`config.mk`:
```
export PLATFORM = sky130hd
export DESIGN_NAME = spq_cell
export DESIGN_NICKNAME = d
export VERILOG_FILES = /design/src/hdl/spq_pkg.sv /design/src/hdl/spq_cell.sv
export SDC_FILE = /design/constraint.sdc
export NUM_CORES = 1
export LEC_CHECK = 0
export BUFFER_PORTS_ARGS = -buffer_cell sky130_fd_sc_hd__buf_4
export CAP_MARGIN = 20
export CORE_ASPECT_RATIO = 1.5
export CORE_MARGIN = 8
export CORE_UTILIZATION = 50
export DETAILED_ROUTE_END_ITERATION = 8
export MAX_ROUTING_LAYER = met4
export PLACE_DENSITY_LB_ADDON = 0.08
export SLEW_MARGIN = 10
export SYNTH_ARGS = -nofsm -noshare
export SYNTH_HDL_FRONTEND = slang
export SYNTH_SLANG_ARGS = --single-unit
```
`constraint.sdc`:
```
create_clock -name clock -period 3.95 [get_ports clock]
set_clock_uncertainty 0.15 [all_clocks]
set_input_delay 0.395 -clock clock [delete_from_list [all_inputs] [get_ports clock]]
set_output_delay 0.395 -clock clock [all_outputs]
set_load 0.05 [all_outputs]
```
`src/hdl/spq_pkg.sv`:
```
// Shared types and constants for the sorted max-first priority queue.
// Used by spq_cell and sorted_priority_queue_max; no dependencies.
package spq_pkg;

   localparam int DATA_W        = 32;
   localparam int OCC_W         = 7;
   localparam int DEPTH_DEFAULT = 64;

   // Head value reported when nothing is held
   localparam logic signed [DATA_W-1:0] EMPTY_HEAD = -32'sd1;

   typedef enum logic {
      FUNC_INSERT = 1'b0,
      FUNC_REMOVE = 1'b1
   } func_type;

   // Command broadcast to every cell in the row
   typedef struct packed {
      logic                     ins;
      logic                     rem;
      logic signed [DATA_W-1:0] value;
   } cmd_type;

endpackage

```
`src/hdl/spq_cell.sv`:
```
// One slot of the sorted row: holds a value, decides keep/take/shift.
// Depends on spq_pkg.
module spq_cell import spq_pkg::*; (
   input  logic                     clock,
   input  cmd_type                  cmd,
   input  logic                     occupied,
   input  logic                     left_keep,
   input  logic signed [DATA_W-1:0] left_value,
   input  logic signed [DATA_W-1:0] right_value,
   output logic                     keep_out,
   output logic signed [DATA_W-1:0] value_out,
   output logic signed [DATA_W-1:0] value_next
);

   logic signed [DATA_W-1:0] value_ff;
   logic signed [DATA_W-1:0] value_in;

   // Entry stays put when it is held and not smaller than the new value
   assign keep_out = occupied && (value_ff >= cmd.value);

   // Insert: keep, take new value at the boundary, or shift from the left.
   // Remove: shift from the right.
   always_comb begin
      value_in = value_ff;
      if (cmd.ins) begin
         if (!keep_out) begin
            value_in = left_keep ? cmd.value : left_value;
         end
      end else if (cmd.rem) begin
         value_in = right_value;
      end
   end

   always_ff @(posedge clock) begin
      value_ff <= value_in;
   end

   assign value_out  = value_ff;
   assign value_next = value_in;

endmodule

```
After elaboration in Yosys (flattened, before gate mapping)

Index checks and enable logic that the tools add are counted.

Register bits: 32
Input bits: 101
Output and inout bits: 65
Logic and storage cells: 7

Magnitude comparators: 1
Muxes and demuxes: 4
Reductions and logical operators: 1

Operator list:

| kind                               | count |
|---|---|
| 32-bit 2-to-1 mux                  | 4 |
| 32-bit greater-or-equal comparator | 1 |
| 1-bit logical AND                  | 1 |

Logic depth before layout (Yosys ltp)

Depth in word-level cells: 4
Gate-level depth with buffers: 10
Mapped depth without buffers: 8

Worst setup path before layout

No wires, ideal clock.

Path type: register -> output
Start point: register value_ff[0], in the netlist value_out[0]
End point: output keep_out
Arrival time: 2.692 ns
Required time: 3.405 ns
Path slack: 0.713 ns
Stages on the path, launching flop included: 10
Buffers on the path: 2
Cells stage by stage: dfxtp_1 -> inv_1 -> ha_1 -> nor2b_1 -> o211ai_1 -> a2111o_1 -> and4_1 -> clkbuf_2 -> clkbuf_1 -> o21ai_1

Word-level cells in the longest chain between the ends: 2

RTL lines:

| item                               | line           | RTL |
|---|---|---|
| from (decl)                        | spq_cell.sv:15 | `logic signed [DATA_W-1:0] value_ff;` |
| from (signal assigned)             | spq_cell.sv:35 | `value_ff <= value_in;` |
| 32-bit greater-or-equal comparator | spq_cell.sv:19 | `assign keep_out = occupied && (value_ff >= cmd.value);` |
| 1-bit logical AND                  | spq_cell.sv:19 |  |
| to (decl)                          | spq_cell.sv:10 | `output logic keep_out,` |

No other way between the ends.

Final worst setup path

Start point: register value_ff[23], in the netlist value_out[23]
End point: output value_next[1]

Word-level cells in the longest chain between the ends: 4

RTL lines:

| item                               | line           | RTL |
|---|---|---|
| 32-bit greater-or-equal comparator | spq_cell.sv:19 |  |
| 1-bit logical AND                  | spq_cell.sv:19 |  |
| 32-bit 2-to-1 mux                  | spq_cell.sv:26 | `if (!keep_out) begin` |
| 32-bit 2-to-1 mux                  | spq_cell.sv:25 | `if (cmd.ins) begin` |
| to (decl)                          | spq_cell.sv:12 | `output logic signed [DATA_W-1:0] value_next` |

No other way between the ends.

==> metrics.txt <==
IO buf count=about 170; residual DRC count=0; CP required=3400 ps; Internal=0.000941 W; Net Count, Synth=around 490; area grow syn2layout=39.6%; initial antenna violation count=0; die area=just over 0.009 mm²; Worst setup SP type=register; multi-input logic area=approximately 0.0021 mm²; Die Wd=between 80 and 90 µm; max reg flops=32; Worst-Skew Late Latency=about 290 ps; status=completed; wirelength, routed=11600 µm; H-tree depth=2; Slew headroom=about half; post-route clock period utilization=94.5%; Period minus WS final=roughly 3700 ps; fmax=approximately 0.27 GHz; TritonCTS clock tree=built; Starting Density=just over 50%; Hold Crit Depth=3; Routed Antenna Nets=0; Via density=around 6.4; peak supply drop=around 0.00037 V; clock-pin slew on the worst setup and hold paths=roughly 70 ps; first-pass GRT wire length=about 18000 µm; Unique masters post-synth=36; Post-Syn Area=around 0.0031 mm²; worst hold path type=primary input to register; row cnt=35; Clock Sinks=32; ant diodes=0; clock group share of total power=12.3%; fin nets=~630; Die H=113 µm; Comb pwr share=between 60% and 70%; final setup violating endpoints=0; setup TNS=0 ps; Sw Share=53.8%; EDFF count, synth=0; Post-synth top flop=dfxtp_1; core footprint=0.00613 mm²; CTS root buffer=clkbuf_8; Worst Hold End=value_out[24]; Finished Layout Cells=approximately 570; total gr overflow=0; IO Count=between 150 and 200; crit end category=output pin; leakage power=roughly 2.1 nW; Power Dens Cells=approximately 460 mW/mm²; reg2reg path depth=8; Routability Congestion=approximately 0.82; max cap viols=0; reg-to-reg startpoint=value_out[23]; syn avg cell area=between 8 and 9 µm²; drt initial violations=~190; flops & latches, synth=32; Yosys Warn Count=0; FF-to-FF End=value_out[1]; hold_sp=right_value[24]; Pre-antenna DRT Iters=5; Critical Path Max Stage Delay=~600 ps; sequential fraction of design power=23.4%; Final Hold Viols=0; GRT Util Overall=approximately a quarter; max-slew violation count=0; fraction of layout cells with a size suffix above 1=between 40 and 50%; largest net degree at the start of global routing=between 60 and 70; crit path max fanout=12; filler cell count=~510; dpl cells=roughly 570; worst path cell trace=ha_1 -> nand2_1 -> o21ai_1 -> a221oi_2 -> mux2i_4 -> buf_4 -> o311ai_1 -> nand3_1 -> buf_4; Syn Inst Count=354; actual slew at the worst max-slew pin=between 700 and 800 ps; HPWL after DPL=approximately 8700 µm; most used cell, CP=buf_4; Post-synth ARST share=0%; Crit path arrival time=between 3000 and 4000 ps; Max clock buf depth=2; Net Sw Power=0.00110 W; hold buffers post-CTS=0; via count=between 3000 and 4000; R2R setup slack=roughly 1100 ps; RSZ-0062 raised after global routing=false; register area share after synthesis=between 20 and 25%; vias in the first global route=just under 4000; cts bufs inserted=5; CP Class=register to output pin; Reg area=between 600 and 700 µm²; Slowest cell on crit path=mux2i_4; wire per inst=roughly 20 µm
[final cells by class]
cell class                      instances  area share (%)
Inverter                               34            2.91
Multi-Input combinational cell        252            48.8
Clock inverter                          1           0.114
Tap cell                               74            2.11
Timing Repair Buffer                  174            29.8
Clock buffer                            6            1.66
Sequential cell                        32            14.6
[per-stage QoR]
stage | power (W) | setup WS (ps) | utilization (%) | hold WS, ps | cell area, µm²
2_1_floorplan | 0.00138 | 713 | - | 707 | 3140
3_3_place_gp | 0.00177 | 379 | 70.0 | 400 | 4290
3_5_place_dp | 0.00178 | 314 | 70.0 | 401 | 4290
4_1_cts | 0.00204 | 179 | 71.3 | 213 | 4370
5_1_grt | 0.00214 | 64.9 | 71.5 | 223 | 4380
6_report | 0.00204 | 218 | 71.5 | 214 | 4380
[layout by cell type (no fill, tap or decap)]
cell type	synthesis	final
a2111o_1	1	1
a211oi_1	1	1
a21oi_1	14	13
a21oi_4	0	1
a221oi_2	1	1
a22oi_1	32	32
and4_2	0	1
buf_4	4	174
clkbuf_1	7	1
clkbuf_8	0	5
clkinv_2	0	1
dfxtp_1	32	32
ha_1	32	32
inv_1	34	34
mux2_2	32	32
mux2_4	1	1
mux2i_2	1	1
mux2i_4	0	1
nand2_1	9	9
nand2_2	1	1
nand2b_1	1	1
nand3_1	36	36
nand4_1	6	6
nand4_2	2	2
nor2_1	4	3
nor2_2	0	1
nor2b_1	2	1
nor2b_2	0	1
nor4_4	1	1
o2111ai_1	33	33
o211ai_1	1	1
o21ai_0	2	2
o21ai_1	4	3
o21ai_2	0	1
o221ai_1	1	1
o311ai_1	32	32
[worst max-delay path: cells and delay by family (launching register included)]
family          cells  cell delay, ps
compound gates      3             810
fa+ha+maj           1             270
buf+inv             2             490
flops               1             410
mux                 1             600
simple gates        2             310
[cells by family after synthesis]
logic type,after synthesis,share of synthesized area (%)
compound gates,122,30.6
fa+ha+maj,32,12.7
simple gates,63,11.0
mux,34,12.4
flops,32,20.4
buf+inv,71,12.9
[layer usage]
layer	share of wire, %	track usage, %	vias to the layer above
met5	0	-	-
met4	2.2	8.50	0
met3	6.9	4.44	23
met2	53	44.5	166
met1	38	26.6	1731
li1	-	-	1719
[synthesized netlist by cell type (2+ instances only)]
| cell type | count | area, µm² |
|---|---|---|
| dlymetal6s2s_1 | 2 | 25.0 |
| o21ai_0 | 2 | 10.0 |
| ha_1 | 32 | 400 |
| dlygate4sd3_1 | 8 | 80.1 |
| nor2_1 | 4 | 15.0 |
| a22oi_1 | 32 | 240 |
| clkbuf_4 | 2 | 15.0 |
| nand2_1 | 9 | 33.8 |
| clkbuf_1 | 7 | 26.3 |
| nor2b_1 | 2 | 12.5 |
| mux2_2 | 32 | 360 |
| buf_2 | 7 | 35.0 |
| o2111ai_1 | 33 | 289 |
| o311ai_1 | 32 | 280 |
| a21oi_1 | 14 | 70.1 |
| nand4_1 | 6 | 37.5 |
| buf_4 | 4 | 30.0 |
| nand4_2 | 2 | 25.0 |
| o21ai_1 | 4 | 20.0 |
| dfxtp_1 | 32 | 641 |
| buf_6 | 3 | 33.8 |
| inv_1 | 34 | 128 |
| dlygate4sd1_1 | 3 | 26.3 |
| nand3_1 | 36 | 180 |
[what timing repair did]
item,4_1_cts,5_1_grt
resized for setup,0,1
setup endpoints to repair,0,11
setup buffers,0,0
[how the worst max path moves through the flow]
| stage | start | to | slack, ps | cells after the start |
|---|---|---|---|---|
| 3_5_place_dp | cmd[19] | value_next[1] | 310 | 11 |
| 5_1_grt | value_out[23] | value_next[1] | 60 | 9 |
| 4_1_cts | value_out[19] | value_next[1] | 180 | 9 |
| 3_3_place_gp | cmd[19] | value_next[1] | 380 | 11 |
| 2_1_floorplan | value_out[0] | keep_out | 710 | 9 |
| 6_report | value_out[23] | value_next[1] | 220 | 9 |
[power by group through the flow]
stage          Combinational, W  Clock [W]  Sequential, W
3_3_place_gp            0.00129          0       0.000481
4_1_cts                 0.00131   0.000254       0.000476
5_1_grt                 0.00139   0.000262       0.000488
3_5_place_dp            0.00130          0       0.000484
2_1_floorplan          0.000669          0       0.000710
6_report                0.00131   0.000250       0.000477
No activity file was read; power rests on OpenSTA's default activity.
